===== config.mk =====
export PLATFORM = sky130hd
export DESIGN_NAME = int_to_ascii_digits
export DESIGN_NICKNAME = d
export VERILOG_FILES = /design/src/design/i2a_pkg.sv /design/src/design/i2a_cell.sv /design/src/design/int_to_ascii_digits.sv
export VERILOG_INCLUDE_DIRS = /design/src /design/src/design
export SDC_FILE = /design/constraint.sdc
export NUM_CORES = 1
export LEC_CHECK = 0
export BUFFER_PORTS_ARGS = -buffer_cell sky130_fd_sc_hd__buf_2
export CORE_ASPECT_RATIO = 0.5
export CORE_UTILIZATION = 45
export DETAILED_ROUTE_END_ITERATION = 7
export SYNTH_ARGS = -nofsm -noshare
export SYNTH_HDL_FRONTEND = slang
export SYNTH_SLANG_ARGS = --single-unit

===== constraint.sdc =====
create_clock -name clk -period 4 [get_ports clk]
set_input_delay 0.4 -clock clk [delete_from_list [all_inputs] [get_ports clk]]
set_output_delay 0.4 -clock clk [all_outputs]
set_load 0.01 [all_outputs]

===== src/design/int_to_ascii_digits_defines.svh =====
// Assertion macros shared by the int_to_ascii_digits RTL.
// No dependencies; included by files that carry concurrent assertions.
`ifndef INT_TO_ASCII_DIGITS_DEFINES_SVH
`define INT_TO_ASCII_DIGITS_DEFINES_SVH

// Antecedent implies consequent in the same cycle.
`define I2A_ASSERT_SAME(lbl, clk_s, rstn_s, ante, cons) \
    lbl: assert property (@(posedge clk_s) disable iff (!(rstn_s)) (ante) |-> (cons)) \
        else $error("int_to_ascii_digits: same-cycle check failed");

// Antecedent implies consequent in the following cycle.
`define I2A_ASSERT_NEXT(lbl, clk_s, rstn_s, ante, cons) \
    lbl: assert property (@(posedge clk_s) disable iff (!(rstn_s)) (ante) |=> (cons)) \
        else $error("int_to_ascii_digits: next-cycle check failed");

`endif


===== src/design/i2a_pkg.sv =====
// Shared types, constants and the digit character table for int_to_ascii_digits.
// No dependencies; imported by i2a_cell and the top level.
`timescale 1ns / 1ps

package i2a_pkg;

    localparam int VALUE_W     = 32;
    localparam int FUNC_W      = 2;
    localparam int CHAR_W      = 8;
    localparam int DIGIT_W     = 4;
    localparam int NUM_DIGITS  = 10;
    localparam int REM_W       = $clog2(NUM_DIGITS + 1);
    localparam int SHIFT_CNT_W = $clog2(VALUE_W);

    // Mode encodings of the func field. Bit one selects base sixteen.
    localparam logic [FUNC_W-1:0] FUNC_SDEC = 2'd0;
    localparam logic [FUNC_W-1:0] FUNC_UDEC = 2'd1;
    localparam logic [FUNC_W-1:0] FUNC_HEX  = 2'd2;
    localparam int FUNC_HEX_BIT = 1;

    localparam logic [CHAR_W-1:0] ASCII_MINUS = 8'h2D;

    localparam logic [CHAR_W-1:0] DIGIT_CHARS [16] = '{
        8'h30, 8'h31, 8'h32, 8'h33, 8'h34, 8'h35, 8'h36, 8'h37,
        8'h38, 8'h39, 8'h61, 8'h62, 8'h63, 8'h64, 8'h65, 8'h66
    };

    typedef enum logic [1:0] {
        CELL_HOLD   = 2'd0,
        CELL_CLEAR  = 2'd1,
        CELL_DABBLE = 2'd2,
        CELL_MOVE   = 2'd3
    } cell_op_t;

    typedef struct packed {
        cell_op_t op;
        logic     dec;
    } cell_ctrl_t;

    function automatic logic [CHAR_W-1:0] digit_char(input logic [DIGIT_W-1:0] d);
        return DIGIT_CHARS[d];
    endfunction

endpackage


===== src/design/i2a_cell.sv =====
// One digit cell of the conversion chain: a four-bit digit with shift-and-add-3 step.
// Depends on i2a_pkg for the cell control struct.
`timescale 1ns / 1ps

module i2a_cell
    import i2a_pkg::*;
(
    input  logic               clk,
    input  cell_ctrl_t         ctrl,
    input  logic               carry_in,
    input  logic [DIGIT_W-1:0] digit_in,
    output logic               carry_out,
    output logic [DIGIT_W-1:0] digit
);

    logic [DIGIT_W-1:0] digit_reg;
    logic [DIGIT_W-1:0] digit_next;
    logic [DIGIT_W-1:0] corr;

    // In decimal mode a digit of five or more is bumped by three before the shift.
    always_comb
    begin
        corr = (ctrl.dec && (digit_reg >= 4'd5)) ? (digit_reg + 4'd3) : digit_reg;
        unique case (ctrl.op)
            CELL_HOLD:   digit_next = digit_reg;
            CELL_CLEAR:  digit_next = '0;
            CELL_DABBLE: digit_next = {corr[DIGIT_W-2:0], carry_in};
            CELL_MOVE:   digit_next = digit_in;
            default:     digit_next = digit_reg;
        endcase
    end

    always_ff @(posedge clk)
    begin
        digit_reg <= digit_next;
    end

    assign carry_out = corr[DIGIT_W-1];
    assign digit     = digit_reg;

endmodule


===== src/design/int_to_ascii_digits.sv =====
// Top level of int_to_ascii_digits: control sequencer, digit cell chain, output register.
// Depends on i2a_pkg, i2a_cell and int_to_ascii_digits_defines.svh.
`timescale 1ns / 1ps
`include "int_to_ascii_digits_defines.svh"

// Usage
// A request on the input channel (in_valid/in_ready) carries a 32-bit value and
// a mode in func: signed decimal, unsigned decimal, or lower-case hexadecimal.
// The block answers with one output request per character (out_valid/out_ready),
// most significant character first, with last set on the final one. A negative
// signed value starts with a minus sign; zero gives a single '0'.
// Timing: the value is shifted one bit per cycle through a chain of ten digit
// cells, then leading zero digits are dropped one per cycle, then one character
// leaves per cycle while the receiver is ready. One number is in work at a
// time; in_ready is high only while the sequencer is idle.
// The output register holds a character until it is taken, so a stalled receiver
// holds the sequencer in its sign and emit states, while a new input request can
// still be taken once the final character sits in that register.
// Reset (rst_n, asynchronous, active low) returns the sequencer to idle and
// empties the output register; no other state needs clearing.

module int_to_ascii_digits
    import i2a_pkg::*;
(
    input  logic                clk,
    input  logic                rst_n,
    input  logic                in_valid,
    output logic                in_ready,
    input  logic [VALUE_W-1:0]  value,
    input  logic [FUNC_W-1:0]   func,
    output logic                out_valid,
    input  logic                out_ready,
    output logic [CHAR_W-1:0]   char_out,
    output logic                last
);

    // One-hot sequencer states.
    typedef enum logic [4:0] {
        ST_IDLE = 5'b00001,
        ST_CONV = 5'b00010,
        ST_SKIP = 5'b00100,
        ST_SIGN = 5'b01000,
        ST_EMIT = 5'b10000
    } state_t;

    state_t                 state_reg, state_next;
    logic [VALUE_W-1:0]     bin_reg, bin_next;
    logic [SHIFT_CNT_W-1:0] cnt_reg, cnt_next;
    logic [REM_W-1:0]       rem_reg, rem_next;
    logic                   neg_reg, neg_next;
    logic                   dec_reg, dec_next;
    logic                   out_valid_reg, out_valid_next;
    logic [CHAR_W-1:0]      char_reg, char_next;
    logic                   last_reg, last_next;

    cell_ctrl_t             cell_ctrl;
    logic [DIGIT_W-1:0]     dig   [NUM_DIGITS];
    logic                   carry [NUM_DIGITS+1];
    logic [DIGIT_W-1:0]     top_digit;
    logic                   slot_free;
    logic                   in_take;

    assign in_ready  = (state_reg == ST_IDLE);
    assign in_take   = in_valid && in_ready;
    // The output register can take a character when empty or being drained.
    assign slot_free = !out_valid_reg || out_ready;
    assign top_digit = dig[NUM_DIGITS-1];
    assign carry[0]  = bin_reg[VALUE_W-1];

    // Digit chain: cell 0 takes the next binary bit, each cell hands its
    // overflow bit upward while converting and its digit upward while skipping and emitting.
    for (genvar k = 0; k < NUM_DIGITS; k++)
    begin : g_cells
        logic [DIGIT_W-1:0] below;
        if (k == 0)
        begin : g_first
            assign below = '0;
        end
        else
        begin : g_rest
            assign below = dig[k-1];
        end
        i2a_cell u_cell (
            .clk       (clk),
            .ctrl      (cell_ctrl),
            .carry_in  (carry[k]),
            .digit_in  (below),
            .carry_out (carry[k+1]),
            .digit     (dig[k])
        );
    end

    always_comb
    begin
        state_next     = state_reg;
        bin_next       = bin_reg;
        cnt_next       = cnt_reg;
        rem_next       = rem_reg;
        neg_next       = neg_reg;
        dec_next       = dec_reg;
        char_next      = char_reg;
        last_next      = last_reg;
        out_valid_next = out_valid_reg && !out_ready;
        cell_ctrl.op   = CELL_HOLD;
        cell_ctrl.dec  = dec_reg;

        unique case (state_reg)
            ST_IDLE:
            begin
                if (in_take)
                begin
                    // Signed mode with the sign bit set: convert the magnitude.
                    neg_next     = (func == FUNC_SDEC) && value[VALUE_W-1];
                    bin_next     = ((func == FUNC_SDEC) && value[VALUE_W-1]) ?
                                   (~value + 1'b1) : value;
                    dec_next     = !func[FUNC_HEX_BIT];
                    cnt_next     = SHIFT_CNT_W'(VALUE_W - 1);
                    cell_ctrl.op = CELL_CLEAR;
                    state_next   = ST_CONV;
                end
            end
            ST_CONV:
            begin
                cell_ctrl.op = CELL_DABBLE;
                bin_next     = {bin_reg[VALUE_W-2:0], 1'b0};
                cnt_next     = cnt_reg - 1'b1;
                if (cnt_reg == '0)
                begin
                    rem_next   = REM_W'(NUM_DIGITS);
                    state_next = ST_SKIP;
                end
            end
            ST_SKIP:
            begin
                // Drop leading zeros but always keep the final digit.
                if ((top_digit == '0) && (rem_reg > REM_W'(1)))
                begin
                    cell_ctrl.op = CELL_MOVE;
                    rem_next     = rem_reg - 1'b1;
                end
                else
                begin
                    state_next = neg_reg ? ST_SIGN : ST_EMIT;
                end
            end
            ST_SIGN:
            begin
                if (slot_free)
                begin
                    char_next      = ASCII_MINUS;
                    last_next      = 1'b0;
                    out_valid_next = 1'b1;
                    state_next     = ST_EMIT;
                end
            end
            ST_EMIT:
            begin
                if (slot_free)
                begin
                    char_next      = digit_char(top_digit);
                    last_next      = (rem_reg == REM_W'(1));
                    out_valid_next = 1'b1;
                    cell_ctrl.op   = CELL_MOVE;
                    rem_next       = rem_reg - 1'b1;
                    if (rem_reg == REM_W'(1))
                    begin
                        state_next = ST_IDLE;
                    end
                end
            end
            default:
            begin
                state_next = ST_IDLE;
            end
        endcase
    end

    always_ff @(posedge clk or negedge rst_n)
    begin
        if (!rst_n)
        begin
            state_reg     <= ST_IDLE;
            out_valid_reg <= 1'b0;
        end
        else
        begin
            state_reg     <= state_next;
            out_valid_reg <= out_valid_next;
        end
    end

    always_ff @(posedge clk)
    begin
        bin_reg  <= bin_next;
        cnt_reg  <= cnt_next;
        rem_reg  <= rem_next;
        neg_reg  <= neg_next;
        dec_reg  <= dec_next;
        char_reg <= char_next;
        last_reg <= last_next;
    end

    assign out_valid = out_valid_reg;
    assign char_out  = char_reg;
    assign last      = last_reg;

    // The final digit of a number is loaded with last set.
    `I2A_ASSERT_NEXT(a_last_on_final, clk, rst_n,
        (state_reg == ST_EMIT) && slot_free && (rem_reg == REM_W'(1)),
        out_valid_reg && last_reg && (state_reg == ST_IDLE))
    // While emitting there is always at least one digit left.
    `I2A_ASSERT_SAME(a_emit_rem_nonzero, clk, rst_n,
        state_reg == ST_EMIT, rem_reg != '0)
    // Hexadecimal conversion never spills into the two upper cells.
    `I2A_ASSERT_SAME(a_hex_upper_clear, clk, rst_n,
        (state_reg == ST_SKIP) && !dec_reg && (rem_reg == REM_W'(NUM_DIGITS)),
        (dig[NUM_DIGITS-1] == '0) && (dig[NUM_DIGITS-2] == '0))

endmodule

==> impl_metrics.yaml, run 1 <==
clock_tree:
  cts_root_buf: "clkbuf_16"
  cts_sinks: 96
  clk-insertion-delay-late_ps: 350
  h-tree-depth: 3
  cts_tree: "done"
  clockBufferDepth: 2
  cts_buffers: 9
  post-cts-setup-buffers: 0
  clkTransAtPathRegs_ps: 70
timing:
  finClkSkew_ps: 9.52
  finalWorstSetupSlack_ps: 1180
  setup_tns_ps: 0
  final-setup-viol-count: 0
  rsz0062_at_grt: "false"
  slew_headroom_pct: 41.0
  tightest_slew_ps: 885
  fin_crit_sh_pct: 70.6
  timing.hold.ws_ps: 241
  fmax_mhz: 354
  fin_crit_ps: 2820
  hold_viol: 0
  slew_violations: 0
critical_path:
  crit_arrival_ps: 2840
  required_ps: 4010
  crit_type: "flip-flop to flip-flop"
  cp_slowest_cell: "edfxtp_1"
  cp_common_cell: "buf_4"
  reg2reg_depth: 9
  cpPeakStageDelay_ps: 470
  worstPathCellList: "inv_1 -> ha_1 -> nor3b_1 -> o2111ai_1 -> o21ai_2 -> buf_4 -> nand2b_1 -> nand2b_2 -> buf_4"
  critPathCaptureType: "flip-flop"
  crit_path_max_fanout: 37
  worstSetupStartpointType: "flip-flop"
synth:
  synth_fp_nets: 673
  syn-cell-area_um2: 6080
  ys_types: 51
  async_flop_share_pct: 6.25
  yosys_register_bits: 96
  yosysWarnings: 0
  synth_edf_count: 90
  syn_inst: 609
  syn_area_per_cell_um2: 9.98
  yosysSeqAreaShare_pct: 46.9
  synth-main-ff-cell: "edfxtp_1"
cells_and_area:
  final_common_cell: "edfxtp_1"
  synthToLayoutAreaGrowth_pct: 11.3
  final_util_pct: 52.4
  layout.filler_cells: 1204
  final_nets: 706
  largest_register_ffs: 40
  layout.area.seq_um2: 2850
  instances_no_fill: 817
  multi_input_area_um2: 2970
  mostFrequentLayoutCells: "edfxtp_1, nand2_1, o21ai_0"
  n_antenna_cell: 0
  drive_gt1_share_pct: 16.1
  postLayoutCellArea_um2: 6760
placement:
  place_ws_ps: 1190
  hpwl_um: 8360
  placed_area_um2: 6440
  place_inst: 800
  gp_congestion: 0.836
  io_buffer_count: 46
die:
  rows: 29
  die_h_um: 84.2
  core_um2: 12900
  dieArea_um2: 14000
  initial_core_util_pct: 47.1
  io_pins: 49
  die_w_um: 166
power_and_ir_drop:
  p_leak_nw: 2.45
  combPwrFrac_pct: 34.9
  power.internal_mw: 2.88
  p_sw_share_pct: 36.5
  irDropWorstVdd_uv: 262
  p_sw_mw: 1.65
  cellPowerDensity_nw_per_um2: 671
  pwr-share-clk_pct: 20.1
  sequentialPowerShare_pct: 45.0
  total_power_mw: 4.54
detailed_routing:
  drt_first_pass_iters: 6
  drt-wirelength-per-cell_um: 14.7
  vias_per_cell: 5.45
  vias: 4454
  drt_iter0_drc: 206
  drt-total-wl_um: 12000
  drc_errors: 2
  ant_nets: 0
outcome:
  violations: "design-rule violations"
  status: "finished, violations left"
hold_path:
  worstHoldPathCells: 2
  hold_class: "input pin to flip-flop"
grt:
  first_global_vias: 4113
  grt_overflow: 0
  track_usage_pct: 18.1
  antenna_found_initial: 0
  grt_pass1_wl_um: 20400
  grt_max_degree: 42
job:
  drv_cap: 0
path summary, 6_finish.rpt:
check                      slack, ps                       start                          to
max in group asynchronous       3360                       rst_n                state_reg[0]
setup / recovery                1180  g_cells[9].u_cell.digit[1]  g_cells[7].u_cell.digit[0]
hold reg to reg                  520                 bin_reg[24]                 bin_reg[25]
hold / removal                   240                    in_valid                state_reg[0]
setup reg to reg                1180  g_cells[9].u_cell.digit[1]  g_cells[7].u_cell.digit[0]
min in group asynchronous        410                       rst_n                state_reg[3]
critical path, delay by kind of cell (launching register included):
family / cells / cell delay (ps)
fa+ha+maj: 1 / 170
compound gates: 2 / 330
buf+inv: 3 / 830
flops: 1 / 470
simple gates: 3 / 660
routing by layer:
metal	up-vias	share of wire, %	GRT usage (%)
li1	2226	-	-
met1	2143	52	26.2
met2	73	43	27.7
met3	12	4.0	4.01
met4	0	0.89	4.46
met5	-	0	0
kinds of logic after synthesis:
kind of cell | synth area share [%]
AOI/OAI and AO/OA | 13.2
DFF | 46.9
buffers and inverters | 4.34
and+or+nand+nor | 19.0
adders and majority gates | 5.35
muxes | 3.03
other | 0.124
xor gates and xnor gates | 8.07
final cells by class:
type	instances	area share [%]
Multi-Input combinational cell	447	43.9
Sequential cell	96	42.2
Timing Repair Buffer	53	4.22
Clock buffer	9	3.33
Tap cell	170	3.14
Inverter	35	1.94
Clock inverter	7	1.28
cells in the mapped netlist (4+ instances only):
library cell  instances  area [um2]
o31ai_1              10        75.1
mux2i_1              15         150
or3b_2               16         140
or4_1                 6        45.0
nand2_1              81         304
ha_1                 26         325
o21ai_1              11        55.1
a21oi_1              19        95.1
nor2b_1              11        68.8
nor2_1               31         116
nor4_1                4        25.0
or2_2                 5        31.3
edfxtp_1             90        2700
nand3_1              13        65.1
a22o_1                8        70.1
nor3_1               12        60.1
dfrtp_1               5         125
xor2_1               39         342
nand2b_1             16         100
o21ai_0              56         280
xnor2_1              17         149
clkbuf_1             25        93.8
inv_1                35         131
or3_1                 8        50.1
o41ai_2               5        81.3
power by group through the flow:
stage	Combinational, mW	Clock [mW]	Sequential [mW]
2_1_floorplan	1.24	0	1.95
3_3_place_gp	1.56	0	2.06
3_5_place_dp	1.59	0	2.06
4_1_cts	1.60	0.932	2.05
5_1_grt	1.81	0.974	2.11
6_report	1.58	0.911	2.04
timing repair:
| action | 4_1_cts | 5_1_grt |
|---|---|---|
| hold buffers | 1 | 0 |
| hold endpoints to repair | 5 | 0 |
| resized for setup | 0 | 0 |
No activity file was read; power rests on OpenSTA's default activity.
==> run 2: changes to the inputs <==
--- a/config.mk
+++ b/config.mk
@@ -6,10 +6,12 @@
 export SDC_FILE = /design/constraint.sdc
 export NUM_CORES = 1
 export LEC_CHECK = 0
+export ABC_AREA = 1
 export BUFFER_PORTS_ARGS = -buffer_cell sky130_fd_sc_hd__buf_2
 export CORE_ASPECT_RATIO = 0.5
 export CORE_UTILIZATION = 45
 export DETAILED_ROUTE_END_ITERATION = 7
+export PLACE_DENSITY = 0.65
 export SYNTH_ARGS = -nofsm -noshare
 export SYNTH_HDL_FRONTEND = slang
 export SYNTH_SLANG_ARGS = --single-unit
==> constraint.sdc (replaced) <==
create_clock -name clk -period 2.4 [get_ports clk]
set_input_delay 0.24 -clock clk [delete_from_list [all_inputs] [get_ports clk]]
set_output_delay 0.24 -clock clk [all_outputs]
set_load 0.01 [all_outputs]
==> run 2 against run 1 <==
Against the previous run:
- the flow now finishes without violations
- clock skew hardly changed
- setup slack got worse by 710 ps
- synthesized cell count rose by 21%
- register-to-register slack worse by 710 ps
- sequential share of layout area shrank 1.3 points
- routed wire length rose by 9.9%
- global-route usage is 1.5 points higher
- die area increased by 2.4%
- first-iteration DRC count increased by 92%
- sequential cell count did not move
- clock-buffer cell count grew 2
- worst hold slack got worse by 95 ps
- critical path type unchanged
- critical endpoint is now char_out[0]
- highest routed layer unchanged
==> impl_metrics.yaml, run 2 <==
synth:
  synth_top_family_by_area: "simple AND/OR/NAND/NOR gates"
  synth_edf_count: 90
  syn_inst: 737
  yosys_register_bits: 96
  yosysWarnings: 0
  syn-cell-area_um2: 6230
  synth_top_area_cell: "edfxtp_1"
  synth_top_area_share_pct: 43.4
  synth_area_leaders: "edfxtp_1, nand2_1, inv_1"
  synth-main-ff-cell: "edfxtp_1"
  ys_types: 45
  yosys.area_share.adder_pct: 5.22
  async_flop_share_pct: 6.25
  synth_compound_gate_area_share_pct: 11.9
  synth_fp_nets: 801
  yosys.area_share.simple_pct: 23.8
  synthTopCellsByCount: "nand2_1, inv_1, edfxtp_1, nor2_1, nand3_1"
  synth_xor_area_share_pct: 4.78
  synthMuxAreaShare_pct: 0
  synth_most_common_cell: "nand2_1"
  yosysSeqAreaShare_pct: 45.8
  syn_area_per_cell_um2: 8.45
timing:
  fin_crit_ps: 1930
  setup_tns_ps: 0
  final-setup-viol-count: 0
  finClkSkew_ps: 9.04
  hold_viol: 0
  slew_violations: 0
  finalWorstSetupSlack_ps: 466
  tightest_slew_ps: 603
  timing.hold.ws_ps: 146
  fin_crit_sh_pct: 80.6
  rsz0062_at_grt: "false"
  fmax_mhz: 517
  slew_headroom_pct: 59.6
clock_tree:
  clk-insertion-delay-late_ps: 340
  ctsHoldBuffers: 1
  clkTransAtPathRegs_ps: 70
  h-tree-depth: 3
  cts_sinks: 96
  cts_buffers: 9
  clockBufferDepth: 2
  cts_resized: 0
  post-cts-setup-buffers: 0
  cts_tree: "done"
  cts_root_buf: "clkbuf_16"
power_and_ir_drop:
  cellPowerDensity_nw_per_um2: 1140
  irDropWorstVdd_uv: 491
  p_leak_nw: 2.99
placement:
  gp_congestion: 0.880
  placed_area_um2: 6680
  place_ws_ps: 456
  hpwl_um: 9500
  io_buffer_count: 46
critical_path:
  crit_type: "flip-flop to flip-flop"
  cp_slowest_cell: "nor2_1"
  required_ps: 2390
  worstPathCellList: "nor2_2 -> nand3_2 -> and2_1 -> nor2_1"
  crit_path_max_fanout: 8
  crit_arrival_ps: 1920
  worstSetupStartpointType: "flip-flop"
  cpPeakStageDelay_ps: 470
  critPathCaptureType: "flip-flop"
detailed_routing:
  drt_first_pass_iters: 7
  met2WireLength_um: 5730
  drt-wirelength-per-cell_um: 13.8
  wirelength_met1_um: 6740
  ant_nets: 0
  routed.top_layer: "met4"
  drt_iter0_drc: 395
  drt-total-wl_um: 13200
  vias: 5009
  wl_met3_um: 684
  drc_errors: 0
  vias_per_cell: 5.22
cells_and_area:
  largest_register_ffs: 40
  final_util_pct: 53.5
  synthToLayoutAreaGrowth_pct: 12.1
  mostFrequentLayoutCells: "nand2_1, inv_1, edfxtp_1"
  final_common_cell: "nand2_1"
  postLayoutCellArea_um2: 6980
  layout.filler_cells: 1203
  drive_gt1_share_pct: 14.7
  final_nets: 848
  n_antenna_cell: 0
die:
  initial_core_util_pct: 47.7
  io_pins: 49
  die_h_um: 85.2
  dieArea_um2: 14300
  rows: 29
  die_w_um: 168
  core_um2: 13100
grt:
  grt_pass1_wl_um: 22300
  track_usage_pct: 19.6
  grt_max_degree: 41
  first_global_vias: 4701
  grt_overflow: 0
  antenna_found_initial: 0
job:
  drv_cap: 0
hold_path:
  hold_class: "input pin to flip-flop"
outcome:
  status: "finished clean"
[run 2: cell types whose count changed after synthesis, sizes merged, moves of 16 or more]
cell,change
clkbuf,-22
inv,+65
nand2,+94
nand2b,-16
nand3,+45
nor2,+55
o22ai,+25
or3b,-16
[run 2: stage by stage]
step,power (mW),instances
2_1_floorplan,5.65,737
3_3_place_gp,6.51,942
3_5_place_dp,6.57,942
4_1_cts,8.02,959
5_1_grt,8.63,959
6_report,7.98,959
[run 2: path summary, 6_finish.rpt]
check | start | endpoint | slack, ps | depth (start not counted)
min in group asynchronous | rst_n | state_reg[2] | 260 | 2
worst max-delay path | state_reg[3] | char_out[0] | 470 | 4
worst min register to register | bin_reg[25] | bin_reg[26] | 520 | 2
worst min-delay path | func[1] | dec_reg | 150 | 2
worst max register to register | state_reg[3] | char_out[0] | 470 | 4
max in group asynchronous | rst_n | state_reg[0] | 1920 | 2
[run 2: per-layer routing]
metal | vias up | track usage, %
met2 | 136 | 29.8
met5 | - | 0
met3 | 6 | 3.64
met1 | 2325 | 29.1
met4 | 0 | 4.30
li1 | 2542 | -
[run 2: worst max-delay path: cells and delay by family, from the launching register on]
family	cells	cell delay, ps
flip-flops	1	420
AND/OR/NAND/NOR	4	1160
[run 2: where the power goes]
group          internal [mW]  switching, mW  total [mW]
combinational           1.14           2.17        3.31
sequential              2.87          0.374        3.25
clock                  0.809          0.620        1.43
[run 2: area by class of cell]
cell class | count | area [um2] | area share [%]
clock inverters | 5 | 57.6 | 0.824
well taps | 170 | 213 | 3.05
inverters | 100 | 375 | 5.38
clock buffers | 11 | 233 | 3.33
repair buffers | 58 | 373 | 5.34
flip-flops and latches | 96 | 2850 | 40.9
multi-input cells | 519 | 2880 | 41.2
[run 2: kinds of logic after synthesis]
logic type / after synthesis
buffers and inverters: 122
AOI/OAI and AO/OA: 115
and+or+nand+nor: 342
other: 2
adders and majority gates: 26
xor gates and xnor gates: 34
DFF: 96
==> run 3: changes to the inputs <==
--- a/config.mk
+++ b/config.mk
@@ -6,12 +6,11 @@
 export SDC_FILE = /design/constraint.sdc
 export NUM_CORES = 1
 export LEC_CHECK = 0
-export ABC_AREA = 1
+export ABC_AREA = 0
 export BUFFER_PORTS_ARGS = -buffer_cell sky130_fd_sc_hd__buf_2
 export CORE_ASPECT_RATIO = 0.5
 export CORE_UTILIZATION = 45
 export DETAILED_ROUTE_END_ITERATION = 7
-export PLACE_DENSITY = 0.65
 export SYNTH_ARGS = -nofsm -noshare
 export SYNTH_HDL_FRONTEND = slang
 export SYNTH_SLANG_ARGS = --single-unit
==> constraint.sdc (replaced) <==
create_clock -name clk -period 1.85 [get_ports clk]
set_input_delay 0.185 -clock clk [delete_from_list [all_inputs] [get_ports clk]]
set_output_delay 0.185 -clock clk [all_outputs]
set_load 0.01 [all_outputs]
==> run 3 against run 2 <==
Against the previous run:
- the flow now finishes with violations (design-rule violations, negative setup slack)
- clock power is 31% higher
- maximum frequency is 0.90% lower
- register-to-register slack lost 570 ps
- critical path depth up 4
- die area fell by 2.3%
- design area is 15% higher
- clock skew is 2.9 ps lower
- routed wire length grew 8.6%
- combinational power is 53% higher
- utilization grew 8.8 points
- worst hold slack got worse by 130 ps
- highest routed layer unchanged
==> impl_metrics.yaml, run 3 (synthesis results as in run 1) <==
die:
  initial_core_util_pct: 47.1
  io_pins: 49
  die_h_um: 84.2
  core_um2: 12900
  rows: 29
  dieArea_um2: 14000
  die_w_um: 166
grt:
  grt_pass1_wl_um: 23400
  grt_overflow: 0
  track_usage_pct: 20.8
  first_global_vias: 4867
  grt_max_degree: 29
  antenna_found_initial: 0
timing:
  hold_viol: 0
  fmax_mhz: 512
  setup_tns_ps: -4240
  timing.hold.ws_ps: 18.8
  final-setup-viol-count: 52
  fin_crit_sh_pct: 106
  rsz0062_at_grt: "true"
  slew_violations: 0
  finalWorstSetupSlack_ps: -102
  fin_crit_ps: 1950
  finClkSkew_ps: 6.17
clock_tree:
  cts_root_buf: "clkbuf_16"
  cts_tree: "done"
  clockBufferDepth: 2
  cts_buffers: 9
  clk-insertion-delay-late_ps: 350
  h-tree-depth: 3
  cts_sinks: 96
  clkTransAtPathRegs_ps: 70
detailed_routing:
  drt_iter0_drc: 246
  drt-wirelength-per-cell_um: 15.5
  drt-total-wl_um: 14300
  ant_nets: 0
  vias_per_cell: 5.40
  drc_errors: 1
  vias: 5001
  drt_first_pass_iters: 6
critical_path:
  cp_common_cell: "nand2b_4"
  crit_path_max_fanout: 6
  required_ps: 1920
  cpPeakStageDelay_ps: 410
  cp_slowest_cell: "edfxtp_1"
  crit_arrival_ps: 2020
  worstPathCellList: "inv_2 -> ha_4 -> nor3b_4 -> o2111ai_2 -> o21ai_4 -> nand2b_4 -> nand2b_4 -> clkbuf_16"
  worstSetupStartpointType: "flip-flop"
  crit_type: "flip-flop to flip-flop"
  critPathCaptureType: "flip-flop"
placement:
  place_ws_ps: -526
  hpwl_um: 9630
  io_buffer_count: 46
  gp_congestion: 0.843
cells_and_area:
  final_util_pct: 62.3
  final_common_cell: "buf_4"
  synthToLayoutAreaGrowth_pct: 32.3
  mostFrequentLayoutCells: "buf_4, edfxtp_1, nand2_1"
  drive_gt1_share_pct: 32.9
  largest_register_ffs: 40
  n_antenna_cell: 0
  final_nets: 815
hold_path:
  hold_class: "input pin to flip-flop"
power_and_ir_drop:
  irDropWorstVdd_uv: 624
  total_power_mw: 11.2
  cellPowerDensity_nw_per_um2: 1390
  p_leak_nw: 3.10
outcome:
  status: "finished, violations left"
  violations: "design-rule violations, negative setup slack"
job:
  drv_cap: 0
run 3: cell count changes in the layout (fill, tap and decap cells not counted), sizes merged, moves of 25 or more:
cell and delta:
nand3 -45, nand2 -94, nor2 -55, inv -64, o22ai -25, buf +99
run 3: worst max-delay path: cells and delay by family, from the launching register on:
kind,cells,cell delay (ps)
and+or+nand+nor,3,550
DFF,1,410
AOI/OAI and AO/OA,2,290
buffers and inverters,2,270
adders and majority gates,1,140
run 3: cell type report:
| cell class | instances | area, um2 |
|---|---|---|
| Clock inverter | 5 | 56.3 |
| Inverter | 35 | 131 |
| Fill cell | 1092 | 4870 |
| Clock buffer | 11 | 233 |
| Sequential cell | 96 | 2850 |
| Multi-Input combinational cell | 450 | 3300 |
| Tap cell | 170 | 213 |
| Timing Repair Buffer | 159 | 1260 |
run 3: routing by layer:
| metal | share of wire, % | track usage, % | vias up |
|---|---|---|---|
| met2 | 48 | 34.6 | 98 |
| met5 | 0 | 0 | - |
| met3 | 3.5 | 3.82 | 19 |
| li1 | - | - | 2469 |
| met1 | 47 | 28.1 | 2415 |
| met4 | 1.3 | 5.39 | 0 |
run 3: path summary, 6_finish.rpt:
path / start / to / slack, ps / cells past startpoint
worst max-delay path: g_cells[9].u_cell.digit[0] / g_cells[7].u_cell.digit[2] / -100 / 8
worst min-delay path: in_valid / state_reg[0] / 20 / 2
worst max register to register: g_cells[9].u_cell.digit[0] / g_cells[7].u_cell.digit[2] / -100 / 8
worst min register to register: bin_reg[11] / bin_reg[12] / 530 / 2
max in group asynchronous: rst_n / state_reg[0] / 1440 / 2
min in group asynchronous: rst_n / state_reg[1] / 190 / 2
run 3: metrics by stage:
stage	std cells	instance area [um2]
finish	926	8050
global route	926	8050
CTS	915	7760
detailed placement	889	7290
global placement	889	7290
floorplan	609	6180
run 3: what timing repair did:
| action | in CTS | in global routing |
|---|---|---|
| gates resized for setup | 21 | 38 |
| setup buffers | 7 | 10 |
| hold endpoints to repair | 6 | 0 |
| pin swaps | 14 | 10 |
| gates cloned | 2 | 4 |
| endpoints found under the setup margin | 92 | 141 |
| hold buffers | 1 | 0 |
run 3: report_power, final:
group	total, mW	internal, mW	switching [mW]	leakage [nW]
logic	5.05	2.43	2.62	2.05
registers	4.25	3.67	0.580	0.916
clock network	1.87	1.05	0.823	0.140
